--- src/rtl/abp_pkg.sv ---
// Shared types, constants and helpers for the Annex B byte stream packer.
package abp_pkg;

   // codec selection codes
   localparam logic [1:0] CODEC_H264  = 2'd0;
   localparam logic [1:0] CODEC_HEVC  = 2'd1;
   localparam logic [1:0] CODEC_VVC   = 2'd2;
   localparam logic [1:0] CODEC_OTHER = 2'd3;

   // fixed stream bytes
   localparam logic [7:0] BYTE_ZERO   = 8'h00;
   localparam logic [7:0] BYTE_SC_END = 8'h01;
   localparam logic [7:0] BYTE_EPB    = 8'h03;

   // slot positions of one item's output, in emission order
   localparam int POS_ZB   = 0;
   localparam int POS_SC0  = 1;
   localparam int POS_SC1  = 2;
   localparam int POS_SC2  = 3;
   localparam int POS_EPB  = 4;
   localparam int POS_DATA = 5;
   localparam int NUM_POS  = 6;

   // decoupling queue depth
   localparam int QUEUE_DEPTH = 4;
   localparam int QUEUE_AW    = $clog2(QUEUE_DEPTH);

   // classified item handed from the front to the back
   typedef struct packed {
      logic       need_zb;
      logic       start;
      logic       esc;
      logic       has_pl;
      logic [7:0] data;
   } abp_desc_type;

   typedef logic [NUM_POS-1:0] abp_mask_type;

   // leading zero rule
   function automatic logic lead_zero_needed(input logic [1:0] kind,
                                             input logic [5:0] utype,
                                             input logic       first);
      logic r;
      r = 1'b0;
      case (kind)
         CODEC_H264: r = (utype inside {6'd7, 6'd8});
         CODEC_HEVC: r = (utype inside {[6'd32:6'd34]});
         CODEC_VVC:  r = (utype inside {[6'd12:6'd18]});
         default:    r = 1'b0;
      endcase
      return first | r;
   endfunction

endpackage

--- src/rtl/abp_req_if.sv ---
// Input channel: NAL unit payload transactions.
interface abp_req_if;
   logic       valid;
   logic       ready;
   logic [7:0] payload_byte;
   logic       has_payload;
   logic       unit_start;
   logic       first_unit;
   logic [5:0] unit_type;

   modport source (output valid, payload_byte, has_payload, unit_start, first_unit,
                   unit_type, input ready);
   modport sink   (input valid, payload_byte, has_payload, unit_start, first_unit,
                   unit_type, output ready);
endinterface

--- src/rtl/abp_rsp_if.sv ---
// Output channel: Annex B stream byte transactions.
interface abp_rsp_if;
   logic       valid;
   logic       ready;
   logic [7:0] out_byte;
   logic       last_of_run;

   modport source (output valid, out_byte, last_of_run, input ready);
   modport sink   (input valid, out_byte, last_of_run, output ready);
endinterface

--- src/rtl/abp_front.sv ---
// Front end: accepts input transactions, tracks the zero run, classifies each item.
module abp_front
   import abp_pkg::*;
(
   input  logic         clock,
   input  logic         reset,
   input  logic [1:0]   codec_kind,
   input  logic         in_valid,
   output logic         in_ready,
   input  logic [7:0]   payload_byte,
   input  logic         has_payload,
   input  logic         unit_start,
   input  logic         first_unit,
   input  logic [5:0]   unit_type,
   input  logic         queue_full,
   output logic         push,
   output abp_desc_type push_desc
);

   logic [1:0] zero_count_ff;
   logic [1:0] zero_count_in;
   logic [1:0] zc_base;
   logic       is_zero;
   logic       esc;
   logic       accept;

   assign in_ready = !queue_full;
   assign accept   = in_valid && in_ready;
   assign is_zero  = (payload_byte == BYTE_ZERO);
   // a unit start clears the run before its payload byte is looked at
   assign zc_base  = unit_start ? 2'd0 : zero_count_ff;

   // zero run update and escape decision
   always_comb begin
      esc           = 1'b0;
      zero_count_in = zc_base;
      if (has_payload) begin
         if (zc_base < 2'd2) begin
            zero_count_in = is_zero ? zc_base + 2'd1 : 2'd0;
         end else begin
            esc           = (payload_byte[7:2] == 6'd0);
            zero_count_in = is_zero ? 2'd1 : 2'd0;
         end
      end
   end

   // idle items produce nothing and are dropped here
   assign push              = accept && (unit_start || has_payload);
   assign push_desc.need_zb = unit_start && lead_zero_needed(codec_kind, unit_type, first_unit);
   assign push_desc.start   = unit_start;
   assign push_desc.esc     = esc;
   assign push_desc.has_pl  = has_payload;
   assign push_desc.data    = payload_byte;

   always_ff @(posedge clock) begin
      if (reset) begin
         zero_count_ff <= 2'd0;
      end else if (accept) begin
         zero_count_ff <= zero_count_in;
      end
   end

endmodule

--- src/rtl/abp_queue.sv ---
// Small FIFO of classified items between front and back.
module abp_queue
   import abp_pkg::*;
(
   input  logic         clock,
   input  logic         reset,
   input  logic         push,
   input  abp_desc_type push_desc,
   input  logic         pop,
   output abp_desc_type head_desc,
   output logic         full,
   output logic         empty
);

   abp_desc_type          entry_ff [QUEUE_DEPTH];
   logic [QUEUE_AW-1:0]   wr_ptr_ff;
   logic [QUEUE_AW-1:0]   rd_ptr_ff;
   logic [QUEUE_AW:0]     count_ff;
   logic                  do_push;
   logic                  do_pop;

   assign full      = (count_ff == QUEUE_AW'(0) + (QUEUE_AW+1)'(QUEUE_DEPTH));
   assign empty     = (count_ff == '0);
   assign do_push   = push && !full;
   assign do_pop    = pop && !empty;
   assign head_desc = entry_ff[rd_ptr_ff];

   // storage
   always_ff @(posedge clock) begin
      if (do_push) begin
         entry_ff[wr_ptr_ff] <= push_desc;
      end
   end

   // pointers and fill count
   always_ff @(posedge clock) begin
      if (reset) begin
         wr_ptr_ff <= '0;
         rd_ptr_ff <= '0;
         count_ff  <= '0;
      end else begin
         if (do_push) wr_ptr_ff <= wr_ptr_ff + QUEUE_AW'(1);
         if (do_pop)  rd_ptr_ff <= rd_ptr_ff + QUEUE_AW'(1);
         if (do_push && !do_pop) begin
            count_ff <= count_ff + (QUEUE_AW+1)'(1);
         end else if (do_pop && !do_push) begin
            count_ff <= count_ff - (QUEUE_AW+1)'(1);
         end
      end
   end

endmodule

--- src/rtl/abp_back.sv ---
// Back end: expands each classified item into stream bytes, one per cycle unless the output stalls.
module abp_back
   import abp_pkg::*;
(
   input  logic         clock,
   input  logic         reset,
   input  abp_desc_type head_desc,
   input  logic         queue_empty,
   output logic         pop,
   output logic         out_valid,
   input  logic         out_ready,
   output logic [7:0]   out_byte,
   output logic         last_of_run
);

   abp_mask_type mask_ff;
   abp_mask_type mask_in;
   abp_mask_type head_mask;
   abp_mask_type lowest;
   abp_mask_type rest;
   logic [7:0]   data_ff;
   logic [7:0]   sel_byte;
   logic         rsp_valid_ff;
   logic [7:0]   rsp_byte_ff;
   logic         rsp_last_ff;
   logic         slot_free;
   logic         emit;

   // slots to emit for the item at the queue head
   always_comb begin
      head_mask           = '0;
      head_mask[POS_ZB]   = head_desc.need_zb;
      head_mask[POS_SC0]  = head_desc.start;
      head_mask[POS_SC1]  = head_desc.start;
      head_mask[POS_SC2]  = head_desc.start;
      head_mask[POS_EPB]  = head_desc.esc;
      head_mask[POS_DATA] = head_desc.has_pl;
   end

   assign lowest    = mask_ff & (~mask_ff + NUM_POS'(1));
   assign rest      = mask_ff & ~lowest;
   assign slot_free = !rsp_valid_ff || out_ready;
   assign emit      = slot_free && (mask_ff != '0);
   // fetch the next item when none is in hand or as the current one hands over its last byte
   assign pop       = !queue_empty && ((mask_ff == '0) || (emit && (rest == '0)));

   always_comb begin
      if (lowest[POS_SC2]) begin
         sel_byte = BYTE_SC_END;
      end else if (lowest[POS_EPB]) begin
         sel_byte = BYTE_EPB;
      end else if (lowest[POS_DATA]) begin
         sel_byte = data_ff;
      end else begin
         sel_byte = BYTE_ZERO;
      end
   end

   always_comb begin
      if (pop) begin
         mask_in = head_mask;
      end else if (emit) begin
         mask_in = rest;
      end else begin
         mask_in = mask_ff;
      end
   end

   // item in hand
   always_ff @(posedge clock) begin
      if (reset) begin
         mask_ff <= '0;
      end else begin
         mask_ff <= mask_in;
      end
   end

   always_ff @(posedge clock) begin
      if (pop) begin
         data_ff <= head_desc.data;
      end
   end

   // output register
   always_ff @(posedge clock) begin
      if (reset) begin
         rsp_valid_ff <= 1'b0;
      end else if (emit) begin
         rsp_valid_ff <= 1'b1;
      end else if (out_ready) begin
         rsp_valid_ff <= 1'b0;
      end
   end

   always_ff @(posedge clock) begin
      if (emit) begin
         rsp_byte_ff <= sel_byte;
         rsp_last_ff <= (rest == '0);
      end
   end

   assign out_valid   = rsp_valid_ff;
   assign out_byte    = rsp_byte_ff;
   assign last_of_run = rsp_last_ff;

endmodule

--- src/rtl/annexb_byte_stream_packer_top.sv ---
// Top level of the Annex B byte stream packer.
//
//  channel   | dir | handshake        | payload
//  ----------+-----+------------------+-----------------------------------------------
//  req_chan  | in  | valid / ready    | payload_byte, has_payload, unit_start,
//            |     |                  | first_unit, unit_type
//  rsp_chan  | out | valid / ready    | out_byte, last_of_run
//  csr_*     | in  | csr_write_enable | csr_write_data (codec_kind)
//
// One output byte leaves per cycle unless the output stalls; an item causes 1 to 5 bytes,
// which the back end emits one slot of its byte mask per cycle.
// Input transactions are taken every cycle while the 4-entry queue has room.
// When idle, a transaction's first byte passes the queue, item register and output register.
// Reset is synchronous: queue, zero run, codec_kind and output valid clear.
// Each side stalls on its own; the queue and output register absorb backpressure.
module annexb_byte_stream_packer_top
   import abp_pkg::*;
(
   input  logic       clock,
   input  logic       reset,
   abp_req_if.sink    req_chan,
   abp_rsp_if.source  rsp_chan,
   input  logic       csr_write_enable,
   input  logic [1:0] csr_write_data
);

   logic [1:0]   codec_kind_ff;
   logic         queue_full;
   logic         queue_empty;
   logic         push;
   logic         pop;
   abp_desc_type push_desc;
   abp_desc_type head_desc;

   // configuration register
   always_ff @(posedge clock) begin
      if (reset) begin
         codec_kind_ff <= CODEC_H264;
      end else if (csr_write_enable) begin
         codec_kind_ff <= csr_write_data;
      end
   end

   abp_front u_front (
      .clock        (clock),
      .reset        (reset),
      .codec_kind   (codec_kind_ff),
      .in_valid     (req_chan.valid),
      .in_ready     (req_chan.ready),
      .payload_byte (req_chan.payload_byte),
      .has_payload  (req_chan.has_payload),
      .unit_start   (req_chan.unit_start),
      .first_unit   (req_chan.first_unit),
      .unit_type    (req_chan.unit_type),
      .queue_full   (queue_full),
      .push         (push),
      .push_desc    (push_desc)
   );

   abp_queue u_queue (
      .clock     (clock),
      .reset     (reset),
      .push      (push),
      .push_desc (push_desc),
      .pop       (pop),
      .head_desc (head_desc),
      .full      (queue_full),
      .empty     (queue_empty)
   );

   abp_back u_back (
      .clock       (clock),
      .reset       (reset),
      .head_desc   (head_desc),
      .queue_empty (queue_empty),
      .pop         (pop),
      .out_valid   (rsp_chan.valid),
      .out_ready   (rsp_chan.ready),
      .out_byte    (rsp_chan.out_byte),
      .last_of_run (rsp_chan.last_of_run)
   );

endmodule

--- src/flat_wrapper.sv ---
// flat-port wrapper written by rule: the top's interface ports become plain ports
module annexb_byte_stream_packer_top_flat import abp_pkg::*;
  (clock, reset, csr_write_enable, csr_write_data, req_chan_valid, req_chan_payload_byte, req_chan_has_payload, req_chan_unit_start, req_chan_first_unit, req_chan_unit_type, req_chan_ready, rsp_chan_valid, rsp_chan_out_byte, rsp_chan_last_of_run, rsp_chan_ready);
  abp_req_if req_chan_i ();
  abp_rsp_if rsp_chan_i ();
  input  logic clock;
  input  logic reset;
  input  logic csr_write_enable;
  input  logic [1:0] csr_write_data;
  input wire logic [$bits(req_chan_i.valid)-1:0] req_chan_valid;
  input wire logic [$bits(req_chan_i.payload_byte)-1:0] req_chan_payload_byte;
  input wire logic [$bits(req_chan_i.has_payload)-1:0] req_chan_has_payload;
  input wire logic [$bits(req_chan_i.unit_start)-1:0] req_chan_unit_start;
  input wire logic [$bits(req_chan_i.first_unit)-1:0] req_chan_first_unit;
  input wire logic [$bits(req_chan_i.unit_type)-1:0] req_chan_unit_type;
  output wire logic [$bits(req_chan_i.ready)-1:0] req_chan_ready;
  output wire logic [$bits(rsp_chan_i.valid)-1:0] rsp_chan_valid;
  output wire logic [$bits(rsp_chan_i.out_byte)-1:0] rsp_chan_out_byte;
  output wire logic [$bits(rsp_chan_i.last_of_run)-1:0] rsp_chan_last_of_run;
  input wire logic [$bits(rsp_chan_i.ready)-1:0] rsp_chan_ready;
  assign req_chan_i.valid = req_chan_valid;
  assign req_chan_i.payload_byte = req_chan_payload_byte;
  assign req_chan_i.has_payload = req_chan_has_payload;
  assign req_chan_i.unit_start = req_chan_unit_start;
  assign req_chan_i.first_unit = req_chan_first_unit;
  assign req_chan_i.unit_type = req_chan_unit_type;
  assign req_chan_ready = req_chan_i.ready;
  assign rsp_chan_valid = rsp_chan_i.valid;
  assign rsp_chan_out_byte = rsp_chan_i.out_byte;
  assign rsp_chan_last_of_run = rsp_chan_i.last_of_run;
  assign rsp_chan_i.ready = rsp_chan_ready;
  annexb_byte_stream_packer_top u_core (.clock(clock), .reset(reset), .req_chan(req_chan_i), .rsp_chan(rsp_chan_i), .csr_write_enable(csr_write_enable), .csr_write_data(csr_write_data));
endmodule
--- config.mk ---
export PLATFORM = sky130hd
export DESIGN_NAME = annexb_byte_stream_packer_top_flat
export DESIGN_NICKNAME = d
export VERILOG_FILES = /design/src/rtl/abp_pkg.sv /design/src/rtl/abp_req_if.sv /design/src/rtl/abp_rsp_if.sv /design/src/rtl/abp_front.sv /design/src/rtl/abp_queue.sv /design/src/rtl/abp_back.sv /design/src/rtl/annexb_byte_stream_packer_top.sv /design/src/flat_wrapper.sv
export SDC_FILE = /design/constraint.sdc
export NUM_CORES = 1
export LEC_CHECK = 0
export BUFFER_PORTS_ARGS = -buffer_cell sky130_fd_sc_hd__buf_2
export CAP_MARGIN = 40
export CORE_ASPECT_RATIO = 1.75
export CORE_MARGIN = 1
export CORE_UTILIZATION = 46
export DETAILED_ROUTE_END_ITERATION = 8
export PLACE_DENSITY = 0.65
export SLEW_MARGIN = 20
export SYNTH_ARGS = -nofsm -noshare
export SYNTH_HDL_FRONTEND = slang
export SYNTH_SLANG_ARGS = --single-unit
--- constraint.sdc ---
create_clock -name clock -period 2.4 [get_ports clock]
set_input_delay 0.48 -clock clock [delete_from_list [all_inputs] [get_ports clock]]
set_output_delay 0.48 -clock clock [all_outputs]
set_load 0.03 [all_outputs]
=== After elaboration in Yosys (flattened, before gate mapping) ===
Memories as Yosys holds them, arrays and structs flattened. A register that Yosys moved wholly into a read port is not among the register bits.
Index checks and enable logic that the tools add are counted.

* Input bits: 24
* Memories: 1
* Word-level logic and storage cells: 88
* Memory bits (writable): 48
* Register bits: 35

{| class="wikitable"
|+ Memory list
! name !! words !! bits a word !! rd ports !! clocked after memory_dff !! wr ports !! line !! RTL
|-
| u_core.u_queue.entry_ff || 4 || 12 || 1 || 1 || 1 || abp_queue.sv:15 || <nowiki>abp_desc_type entry_ff [QUEUE_DEPTH];</nowiki>
|}

* Add/sub/neg operators: 6
* Mux-type cells: 20
* Reductions and logical operators: 33
* Equality and inequality tests: 5
* Order comparisons: 5
* Bitwise logic cells: 6

{| class="wikitable"
|+ Operator list
! kind !! count
|-
| 6-bit logical NOT || 3
|-
| 2-bit two-way mux || 8
|-
| 6-bit bitwise AND || 2
|-
| 1-bit logical AND || 12
|-
| 6-bit two-way mux || 2
|-
| 6-bit inverter || 2
|-
| 8-bit logical NOT || 1
|-
| 2-bit nonzero test || 4
|-
| 1-bit two-way mux || 7
|-
| 2-bit by 1-bit adder with 2-bit output, second input constant || 3
|-
| 6-bit by 1-bit adder with 6-bit output, second input constant || 1
|-
| 6-bit by 3-bit == test with 1-bit output, second input constant || 1
|-
| 6-bit by 4-bit == test with 1-bit output, second input constant || 1
|-
| 6-bit by 4-bit greater-or-equal comparator with 1-bit output, second input constant || 1
|-
| 6-bit greater-or-equal comparator, second input constant || 1
|-
| 6-bit by 5-bit less-or-equal comparator with 1-bit output, second input constant || 1
|-
| 6-bit less-or-equal comparator, second input constant || 1
|-
| 3-bit two-way mux || 2
|-
| 6-bit nonzero test || 1
|-
| 1-bit logical NOT || 5
|-
| 3-bit by 1-bit adder with 3-bit output, second input constant || 1
|-
| 3-bit == test, second input constant || 1
|-
| 3-bit logical NOT || 1
|-
| 1-bit logical OR || 3
|-
| other kinds (10) || 10
|}

=== Depth between registers and ports, before layout ===
Gate-level depths: netlist (run 1).

* Depth in word-level cells: 13
* Gate-level depth with buffers: 10

=== By module ===
From an unflattened synthesis (run 1), not the netlist that was laid out.

* Cells, all modules: 236
* Area, all modules: 3598.5 µm²

{| class="wikitable"
|+ Modules (own cells, without submodules)
! module !! cells each !! instances !! area an instance (µm²)
|-
| abp_queue || 110 || 1 || 2198.4
|-
| abp_back || 78 || 1 || 1031.0
|-
| abp_front || 42 || 1 || 301.5
|-
| annexb_byte_stream_packer_top || 6 || 1 || 67.6
|}

=== Worst setup path after synthesis (run 1) ===
Ideal clock, no wire load.

* Kind: register to register
* Start: reg u_core.u_queue.count_ff[0]
* End: reg u_core.u_queue.count_ff[2]
* Setup time: 0.071 ns
* Stages on the path, launching flop included: 10
* Required time: 2.329 ns
* Arrival time: 2.533 ns
* Path slack: -0.204 ns
* Cell sequence: dfxtp_1 > or3b_2 > nand2_1 > or2_2 > clkinv_1 > ha_1 > fa_1 > xnor2_1 > or3_1 > a21oi_1

* Longest elaborated chain between the ends: 8
* Elaborated cells between the ends (all ways): 18
* Those cells by class: add/sub: 2; eq/ne: 1; mux: 2; reduce/logical: 13

{| class="wikitable"
|+ RTL lines
! element !! line !! RTL
|-
| start, declared || abp_queue.sv:18 || <nowiki>logic [QUEUE_AW:0] count_ff;</nowiki>
|-
| start signal, assigned || abp_queue.sv:45 || <nowiki>count_ff <= count_ff + (QUEUE_AW+1)'(1);</nowiki>
|-
| start signal, assigned || abp_queue.sv:47 || <nowiki>count_ff <= count_ff - (QUEUE_AW+1)'(1);</nowiki>
|-
| 3-bit == test * || abp_queue.sv:22 || <nowiki>assign full = (count_ff == QUEUE_AW'(0) + (QUEUE_AW+1)'(QUEUE_DEPTH));</nowiki>
|-
| 1-bit logical NOT * || abp_front.sv:27 || <nowiki>assign in_ready = !queue_full;</nowiki>
|-
| named net req_chan_ready || flat_wrapper.sv:16 || <nowiki>output wire logic [$bits(req_chan_i.ready)-1:0] req_chan_ready;</nowiki>
|-
| 1-bit logical AND || abp_front.sv:28 || <nowiki>assign accept = in_valid && in_ready;</nowiki>
|-
| 1-bit logical AND || abp_front.sv:48 || <nowiki>assign push = accept && (unit_start || has_payload);</nowiki>
|-
| 1-bit logical AND * || abp_queue.sv:24 || <nowiki>assign do_push = push && !full;</nowiki>
|-
| named net u_core.u_queue.do_push || abp_queue.sv:19 || <nowiki>logic do_push;</nowiki>
|-
| 1-bit logical NOT || abp_queue.sv:46 || <nowiki>end else if (do_pop && !do_push) begin</nowiki>
|-
| 1-bit logical AND || abp_queue.sv:46 ||
|-
| 2-bit nonzero test (no line) || - ||
|}

Mark *: on every way through the listed nets, which the timed path passes. The rest lies on a longest branch. The select of a mux whose other input is x is not followed.
A chain may end at the register's enable or synchronous reset.

=== Worst setup path after layout (run 1) ===
* Start: reg u_core.u_queue.count_ff[2]
* End: reg u_core.u_queue.count_ff[2]

* Longest elaborated chain between the ends: 8
* Elaborated cells between the ends (all ways): 18
* Those cells by class: add/sub: 2; eq/ne: 1; mux: 2; reduce/logical: 13

{| class="wikitable"
|+ RTL lines
! element !! line
|-
| 3-bit == test * || abp_queue.sv:22
|-
| 1-bit logical NOT * || abp_front.sv:27, abp_queue.sv:24
|-
| 1-bit logical AND || abp_front.sv:28
|-
| 1-bit logical AND || abp_front.sv:48
|-
| 1-bit logical AND * || abp_queue.sv:24
|-
| named net u_core.u_queue.do_push || abp_queue.sv:19
|-
| 1-bit logical NOT || abp_queue.sv:46
|-
| 1-bit logical AND || abp_queue.sv:46
|-
| 2-bit nonzero test (no line) || -
|}

Marks and branches as above.

==> flow_summary.ini, run 1 <==
[run_status]
outcome = completed

[timing]
period_needed_ps = 2306
max_freq_mhz = 433.7
layout_setup_ws_ps = 94.39
setup_viol = 0
fin_worst_skew_ps = 4.988
slew_violations = 0
slew_headroom_pct = 54.95
worstMarginPinSlew_ps = 673.2
timing.final.crit_share_pct = 96.07
hold_violations = 0

[critical_path]
crit_end = u_core.u_queue.count_ff[2]
cp_max_fo = 3
cp-start-kind = flip-flop
r2r_start = u_core.u_queue.count_ff[2]
critical_path_arrival_ps = 2570
startpoint = u_core.u_queue.count_ff[2]
worstSetupPathType = reg -> reg
r2r-end = u_core.u_queue.count_ff[2]
cp-end-kind = flip-flop
cp.required_ps = 2660
reg2reg_slack_ps = 90
r2r_cells = 9

[logic_synthesis]
synth_fp_nets = 263
postSynth.asyncResetShare_pct = 0
synth_cell_types = 51
synth_edf_count = 65
synth_cells = 233
avgSynthCellArea_um2 = 15.03
muxShareOfSynthArea_pct = 9.182
yosys.area_share.simple_pct = 10.86
yosys-top-cells-count = edfxtp_1 (65), dfxtp_1 (20), nor2_1 (14), mux4_2 (12), a21oi_1 (11)
yosys.area.top_type = edfxtp_1
synth_compound_gate_area_share_pct = 7.503
synth-seq-cells = 85
ys_seq_area_share_pct = 67.17
synth_fa_ha_area_share_pct = 2.644
syn_area_um2 = 3502
yosysWarnings = 0
synth_top_area_share_pct = 55.73
synth_flop_cell = edfxtp_1
netlist_top_cells_area = edfxtp_1 (56%), dfxtp_1 (11%), mux4_2 (7.7%)
synth_top_family_by_area = simple AND/OR/NAND/NOR gates
synth_xor_area_share_pct = 0.7503
yosys.cell_count.top_type = edfxtp_1

[layout]
n_antenna_cell = 0
final_cells = 386
final_nets = 325
synthToLayoutAreaGrowth_pct = 23.04
layout-drive-gt1-share_pct = 35.33

[worst_hold_path]
min_path_type = in -> reg
hold_depth = 1

[placement]
dpl.hpwl_um = 4469
port_buffers = 34
place_inst = 369
gp_congestion = 0.8048
post-place-ws_ps = -122.8

[route]
num_vias = 2096
drt_iter0_drc = 102
final_antenna_net_count = 0
viasPerCell = 5.430
firstDrtPassIters = 4
finalWirelength_um = 6169
wl_per_cell_um = 15.98
route.detailed.drc = 0

[clocking]
cts_buffer_depth = 2
cts_max_level = 3
cts_buffers = 9
cts_sinks = 85
clk_pin_slew_ps = 60
tritoncts = yes
insertion_delay_ps = 330
clock-root-buffer = clkbuf_16
holdBufCountCts = 0

[pwr]
finalPower_mw = 5.690
power_density_nw_per_um2 = 1321
peakVddDrop_mv = 0.7457
p_leak_nw = 1.573

[grt]
grt_pass1_vias = 2090
grt_pass1_wl_um = 10100
antenna_found_initial = 0
grt_max_degree = 22
grt_usage_pct = 17.50
grt.overflow.total = 0

[floorplan]
start_util_pct = 48.08
dieWidth_um = 67.96
dieArea_um2 = 7980
core_area_um2 = 7284
rows = 41
boundaryPins = 35
die_h_um = 117.4

[job]
maxCapViolCount = 0
layer usage:
layer	wire length [um]	track usage [%]	part of all wire, %	vias to the layer above
li1	-	-	-	1023
met1	2422	19.75	39	1027
met2	3434	29.78	56	35
met3	170	4.377	2.8	11
met4	142	7.682	2.3	0
met5	0	0	0	-
critical path, cell delays in order, from the launching register on:
cell and delay (ps):
dfxtp_1 330, or3b_4 390, nand2_2 110, or2_4 140, clkinv_2 60, ha_2 190, fa_1 440, xnor2_1 140
or3_1 310, a21oi_1 140
logic make-up after synthesis:
kind of cell / Yosys count
buf+inv: 15
flops: 85
xor+xnor: 3
mux: 17
simple gates: 67
fa+ha+maj: 7
compound gates: 39
cells in the final DEF, fill, tap and decap left out, drive strengths merged, types with 2 or more instances in the layout:
cell type / instances
a211oi: 5
a21oi: 11
and2: 10
buf: 59
clkbuf: 11
clkinv: 4
dfxtp: 20
edfxtp: 65
ha: 5
inv: 6
mux2i: 4
mux4: 12
nand2: 8
nand2b: 2
nor2: 14
nor2b: 3
nor3: 10
nor3b: 3
nor4: 3
o211ai: 5
o21a: 2
o21ai: 6
or2: 3
or3: 5
xnor2: 2
worst min path at each step:
stage                                                from                              end  slack [ps]
after floorplan           u_core.u_front.zero_count_ff[0]  u_core.u_front.zero_count_ff[0]         430
after global placement    u_core.u_front.zero_count_ff[0]  u_core.u_front.zero_count_ff[0]         440
after detailed placement  u_core.u_front.zero_count_ff[0]  u_core.u_front.zero_count_ff[0]         450
after CTS                        req_chan_payload_byte[5]    u_core.u_queue.entry_ff[2][5]         370
after global routing             req_chan_payload_byte[7]    u_core.u_queue.entry_ff[1][7]         380
final                            req_chan_payload_byte[5]    u_core.u_queue.entry_ff[3][5]         380
final cells by class:
class,count,area [um^2]
Timing Repair Buffer,59,382.9
Tap cell,86,107.6
Inverter,7,27.53
Multi-Input combinational cell,133,1134
Clock buffer,11,242.7
Clock inverter,5,60.06
Fill cell,579,2975
Sequential cell,85,2355
power breakdown:
| part | internal (mW) | switching (mW) | total [mW] | leakage, nW |
|---|---|---|---|---|
| sequential | 2.02 | 0.135 | 2.16 | 0.765 |
| clock | 0.836 | 0.531 | 1.37 | 0.146 |
| combinational | 0.987 | 1.18 | 2.17 | 0.663 |
flip-flops by register name, indices dropped and copies added, names as in the netlist, named ones only:
register	flops
u_core.u_back.mask_ff	6
u_core.u_queue.rd_ptr_ff	2
u_core.u_back.last_of_run	1
u_core.codec_kind_ff	2
u_core.u_queue.count_ff	3
u_core.u_back.data_ff	8
u_core.u_back.out_valid	1
u_core.u_queue.wr_ptr_ff	2
u_core.u_queue.entry_ff	48
u_core.u_back.out_byte	8
u_core.u_front.zero_count_ff	2
through the flow:
stage          hold slack [ps]  cell area, um^2  util (%)  setup TNS, ps
5_1_grt                  375.3             4309     59.15         -16.35
4_1_cts                  366.7             4285     58.83              0
6_report                 376.0             4309     59.15              0
2_1_floorplan            427.1             3541         -              0
3_3_place_gp             436.2             3983     54.67         -53.21
3_5_place_dp             445.0             3983     54.67         -122.8
repair_timing:
item	4_1_cts	5_1_grt
setup buffers	0	1
resized for setup	0	6
endpoints found under the setup margin	0	1
Note: power is estimated with default switching activity, not from simulation.
==> run 2: changes to the inputs <==
--- a/config.mk
+++ b/config.mk
@@ -11,7 +11,7 @@
 export CORE_MARGIN = 1
 export CORE_UTILIZATION = 46
 export DETAILED_ROUTE_END_ITERATION = 8
-export PLACE_DENSITY = 0.65
+export PLACE_DENSITY = 0.63
 export SLEW_MARGIN = 20
 export SYNTH_ARGS = -nofsm -noshare
 export SYNTH_HDL_FRONTEND = slang
==> constraint.sdc (replaced) <==
create_clock -name clock -period 2.98 [get_ports clock]
set_input_delay 0.596 -clock clock [delete_from_list [all_inputs] [get_ports clock]]
set_output_delay 0.596 -clock clock [all_outputs]
set_load 0.03 [all_outputs]
==> run 2 against run 1 <==
Against the previous run:
- critical path depth did not move
- routed wire length fell by 0.42%
- cell count fell by 4.4%
- global-route usage rose by 0.21 points
- first-iteration DRC count fell by 35%
- setup slack improved by 160 ps
- sequential share of layout area rose by 3.1 points
- highest routed layer unchanged
- sequential power fell by 19%
==> flow_summary.ini, run 2 (synthesized netlist as in run 1, its figures left out) <==
[layout]
final_util_pct = 55.91
largest_register_ffs = 48
final_nets = 308
layout_commonest_cell = edfxtp_1
synthToLayoutAreaGrowth_pct = 16.29
final_cell_mix = edfxtp_1 (65), buf_2 (34), dfxtp_1 (20), nor2_1 (14), mux4_2 (12)
top_register = u_core.u_queue.entry_ff
design_area_um2 = 4073
n_antenna_cell = 0
layout-drive-gt1-share_pct = 27.56
final_cells = 369

[critical_path]
r2r-end = u_core.u_queue.count_ff[2]
critical_path_arrival_ps = 3000
cp-start-kind = flip-flop
reg2reg_slack_ps = 250
cp-end-kind = flip-flop
r2r_start = u_core.u_queue.count_ff[2]
cp.required_ps = 3250
startpoint = u_core.u_queue.count_ff[2]
cp_max_fo = 7
r2r_cells = 9
crit_end = u_core.u_queue.count_ff[2]
worstSetupPathType = reg -> reg

[pwr]
combPwrFrac_pct = 35.2
power_density_nw_per_um2 = 1047
peakVddDrop_mv = 0.5320
p_switching_mw = 1.455
pwr-share-seq_pct = 40.8
power.share.switching_pct = 34.11
p_leak_nw = 1.457
finalPower_mw = 4.266
clkPwrFrac_pct = 24.0
p_int_mw = 2.811

[clocking]
cts_buffers = 9
cts_buffer_depth = 2
cts_max_level = 3
clk_pin_slew_ps = 60
post_cts_buffers = 0
ctsResizeCount = 0
clock-root-buffer = clkbuf_16
holdBufCountCts = 0
tritoncts = yes
cts_sinks = 85
insertion_delay_ps = 340

[placement]
gp_congestion = 0.8142
place_area_um2 = 3800
port_buffers = 34
dpl.hpwl_um = 4280
post-place-ws_ps = 153.8
place_inst = 353

[floorplan]
dieWidth_um = 67.96
dieArea_um2 = 7980
start_util_pct = 48.08
boundaryPins = 35
core_area_um2 = 7284
rows = 41
die_h_um = 117.4

[grt]
grt_max_degree = 22
antenna_found_initial = 0
grt_usage_pct = 17.72
grt_pass1_wl_um = 9763
grt_pass1_vias = 1965
grt.overflow.total = 0

[route]
final_antenna_net_count = 0
finalWirelength_um = 6143
num_vias = 2052
wl_per_cell_um = 16.65
drt_iter0_drc = 66
viasPerCell = 5.561
firstDrtPassIters = 4
route.detailed.drc = 0

[run_status]
outcome = completed

[worst_hold_path]
min_path_type = reg -> reg
hold_depth = 2

[timing]
max_freq_mhz = 366.7
period_needed_ps = 2727
setup_viol = 0
hold_slack_ps = 457.7
timing.final.crit_share_pct = 91.50
worstMarginPinSlew_ps = 761.2
hold_violations = 0
slew_headroom_pct = 49.06
slew_violations = 0
fin_worst_skew_ps = 5.841
rsz0062_at_grt = false
tns_ps = 0
layout_setup_ws_ps = 253.3

[job]
maxCapViolCount = 0
run 2: changes by cell type in the layout (fill, tap and decap cells not counted), sizes merged:
cell / change
inv: +3
clkinv: -1
clkbuf: -1
bufinv: -1
buf: -17
run 2: metal layers:
layer | GRT usage, % | up-vias | wire [um]
met4 | 11.20 | 0 | 228
met1 | 18.42 | 1008 | 2352
met3 | 5.350 | 17 | 168
li1 | - | 989 | -
met2 | 29.41 | 38 | 3394
met5 | 0 | - | 0
run 2: power groups by stage:
stage                     Combinational (mW)  Sequential, mW  Clock, mW
after floorplan                        0.994            1.87          0
after global placement                  1.50            1.76          0
after detailed placement                1.52            1.76          0
after CTS                               1.52            1.74       1.06
after global routing                    1.65            1.77       1.11
final                                   1.50            1.74       1.02
run 2: how the worst min path moves through the flow:
stage	to	slack, ps	startpoint
finish	u_core.u_front.zero_count_ff[0]	460	u_core.u_front.zero_count_ff[0]
global route	u_core.u_queue.entry_ff[3][4]	490	req_chan_payload_byte[4]
CTS	u_core.u_front.zero_count_ff[0]	460	u_core.u_front.zero_count_ff[0]
detailed placement	u_core.u_front.zero_count_ff[0]	440	u_core.u_front.zero_count_ff[0]
global placement	u_core.u_front.zero_count_ff[0]	440	u_core.u_front.zero_count_ff[0]
floorplan	u_core.u_front.zero_count_ff[0]	430	u_core.u_front.zero_count_ff[0]
run 2: final cells by class:
class | instances | area, um^2
Timing Repair Buffer | 42 | 230.2
Sequential cell | 85 | 2352
Multi-Input combinational cell | 133 | 1084
Tap cell | 86 | 107.6
Clock buffer | 10 | 229.0
Inverter | 7 | 26.28
Fill cell | 626 | 3212
Clock inverter | 6 | 43.79
run 2: critical path, cell delays in order (launching register included):
cell and delay [ps]:
dfxtp_1 400, or3b_2 470, nand2_1 120, or2_2 150
clkinv_1 200, ha_1 300, fa_1 440, xnor2_1 140
or3_1 310, a21oi_1 140
==> run 3: changes to the inputs <==
--- a/config.mk
+++ b/config.mk
@@ -5,13 +5,13 @@
 export SDC_FILE = /design/constraint.sdc
 export NUM_CORES = 1
 export LEC_CHECK = 0
-export BUFFER_PORTS_ARGS = -buffer_cell sky130_fd_sc_hd__buf_2
 export CAP_MARGIN = 40
 export CORE_ASPECT_RATIO = 1.75
 export CORE_MARGIN = 1
 export CORE_UTILIZATION = 46
 export DETAILED_ROUTE_END_ITERATION = 8
-export PLACE_DENSITY = 0.63
+export DONT_BUFFER_PORTS = 1
+export PLACE_DENSITY = 0.59
 export SLEW_MARGIN = 20
 export SYNTH_ARGS = -nofsm -noshare
 export SYNTH_HDL_FRONTEND = slang
==> run 3 against run 2 <==
Against the previous run:
- setup slack gained 57 ps
- hold slack worse by 130 ps
- die area stayed put
- clock skew is 5.2 ps higher
- combinational power down 18%
- core utilization decreased by 2.1 points
- fmax is 2.1% higher
- flip-flop and latch count stayed put
- total power about the same
- critical path type unchanged
- critical endpoint unchanged
- largest cell class unchanged
==> flow_summary.ini, run 3 (synthesized netlist as in run 1, its figures left out) <==
[layout]
layout_commonest_cell = edfxtp_1
synthToLayoutAreaGrowth_pct = 11.93
layout-drive-gt1-share_pct = 16.67
final_cell_mix = edfxtp_1 (65), dfxtp_1 (20), nor2_1 (14), mux4_2 (12), a21oi_1 (11)
final_nets = 271
largest_register_ffs = 48
n_antenna_cell = 0
top_register = u_core.u_queue.entry_ff
design_area_um2 = 3920
n_fill_cell = 604

[pwr]
peakVddDrop_mv = 0.4869
power_density_nw_per_um2 = 1088
p_leak_nw = 1.324

[floorplan]
dieWidth_um = 67.96
die_h_um = 117.4
boundaryPins = 35
rows = 41
dieArea_um2 = 7980
core_area_um2 = 7284
start_util_pct = 48.08

[timing]
slew_violations = 0
period_needed_ps = 2669
hold_violations = 0
slew_headroom_pct = 53.73
fin_worst_skew_ps = 11.08
tns_ps = 0
worstMarginPinSlew_ps = 691.5
timing.final.crit_share_pct = 89.58
rsz0062_at_grt = false
max_freq_mhz = 374.6
setup_viol = 0

[route]
viasPerCell = 5.768
route.detailed.drc = 0
finalWirelength_um = 5992
wl_per_cell_um = 18.05
firstDrtPassIters = 4
drt_iter0_drc = 86
num_vias = 1915
final_antenna_net_count = 0

[critical_path]
cp-end-kind = flip-flop
cp_max_fo = 8
worstSetupPathType = reg -> reg
cp-start-kind = flip-flop
cp.required_ps = 3240
reg2reg_slack_ps = 310
critical_path_arrival_ps = 2930

[grt]
antenna_found_initial = 0
grt_max_degree = 22
grt_pass1_vias = 1886
grt.overflow.total = 0
grt_pass1_wl_um = 9377
grt_usage_pct = 16.68

[clocking]
post_cts_buffers = 0
cts_sinks = 85
clock-root-buffer = clkbuf_16
ctsResizeCount = 0
tritoncts = yes
insertion_delay_ps = 330
cts_max_level = 3
holdBufCountCts = 0
cts_buffer_depth = 2
clk_pin_slew_ps = 60
cts_buffers = 9

[worst_hold_path]
min_path_type = in -> reg

[placement]
dpl.hpwl_um = 4189
port_buffers = 0
gp_congestion = 0.7963
place_area_um2 = 3607

[run_status]
outcome = completed

[job]
maxCapViolCount = 0
run 3: path summary, 6_finish.rpt:
check	startpoint	endpoint	cells past startpoint
min reg2reg	u_core.u_front.zero_count_ff[0]	u_core.u_front.zero_count_ff[0]	2
min	reset	u_core.u_back.mask_ff[1]	1
max reg2reg	u_core.u_back.mask_ff[5]	u_core.u_queue.count_ff[2]	8
max	u_core.u_back.mask_ff[5]	u_core.u_queue.count_ff[2]	8
run 3: stage by stage:
stage	hold WS [ps]	std cells	util (%)	setup WS, ps	power (mW)
after floorplan	427.1	233	-	331.0	2.868
after global placement	445.2	316	49.52	286.6	3.153
after detailed placement	439.0	316	49.52	256.9	3.172
after CTS	315.2	332	53.81	312.7	4.307
after global routing	313.9	332	53.81	187.9	4.496
final	329.1	332	53.81	310.5	4.265
run 3: per-layer routing:
layer / up-vias / routed length, um / part of all wire [%] / GRT usage (%)
li1: 912 / - / - / -
met3: 16 / 202 / 3.4 / 3.988
met2: 44 / 3405 / 57 / 28.80
met4: 0 / 189 / 3.2 / 9.896
met5: - / 0 / 0 / 0
met1: 943 / 2195 / 37 / 17.18
run 3: layout make-up:
class                      instances  area [um^2]  share of cell area (%)
timing repair buffer               5        37.54                  0.9575
sequential                        85         2352                   60.01
clock inverter                     4        56.30                   1.436
tap                               86        107.6                   2.745
inverter                           7        26.28                  0.6703
multi-input combinational        133         1084                   27.64
clock buffer                      12        256.5                   6.543
run 3: worst max-delay path: stages (launching register included):
cell and delay (ps):
dfxtp_1 370, or3_1 450, o21ba_2 340, o21ai_0 140, ha_1 280, fa_1 440, xnor2_1 140, or3_1 300
a21oi_1 130
run 3: where the power goes:
group	leakage [nW]	switching (mW)	internal, mW
Clock	0.153	0.428	0.701
Sequential	0.765	0.268	1.63
Combinational	0.406	0.701	0.534
Total	1.32	1.40	2.87
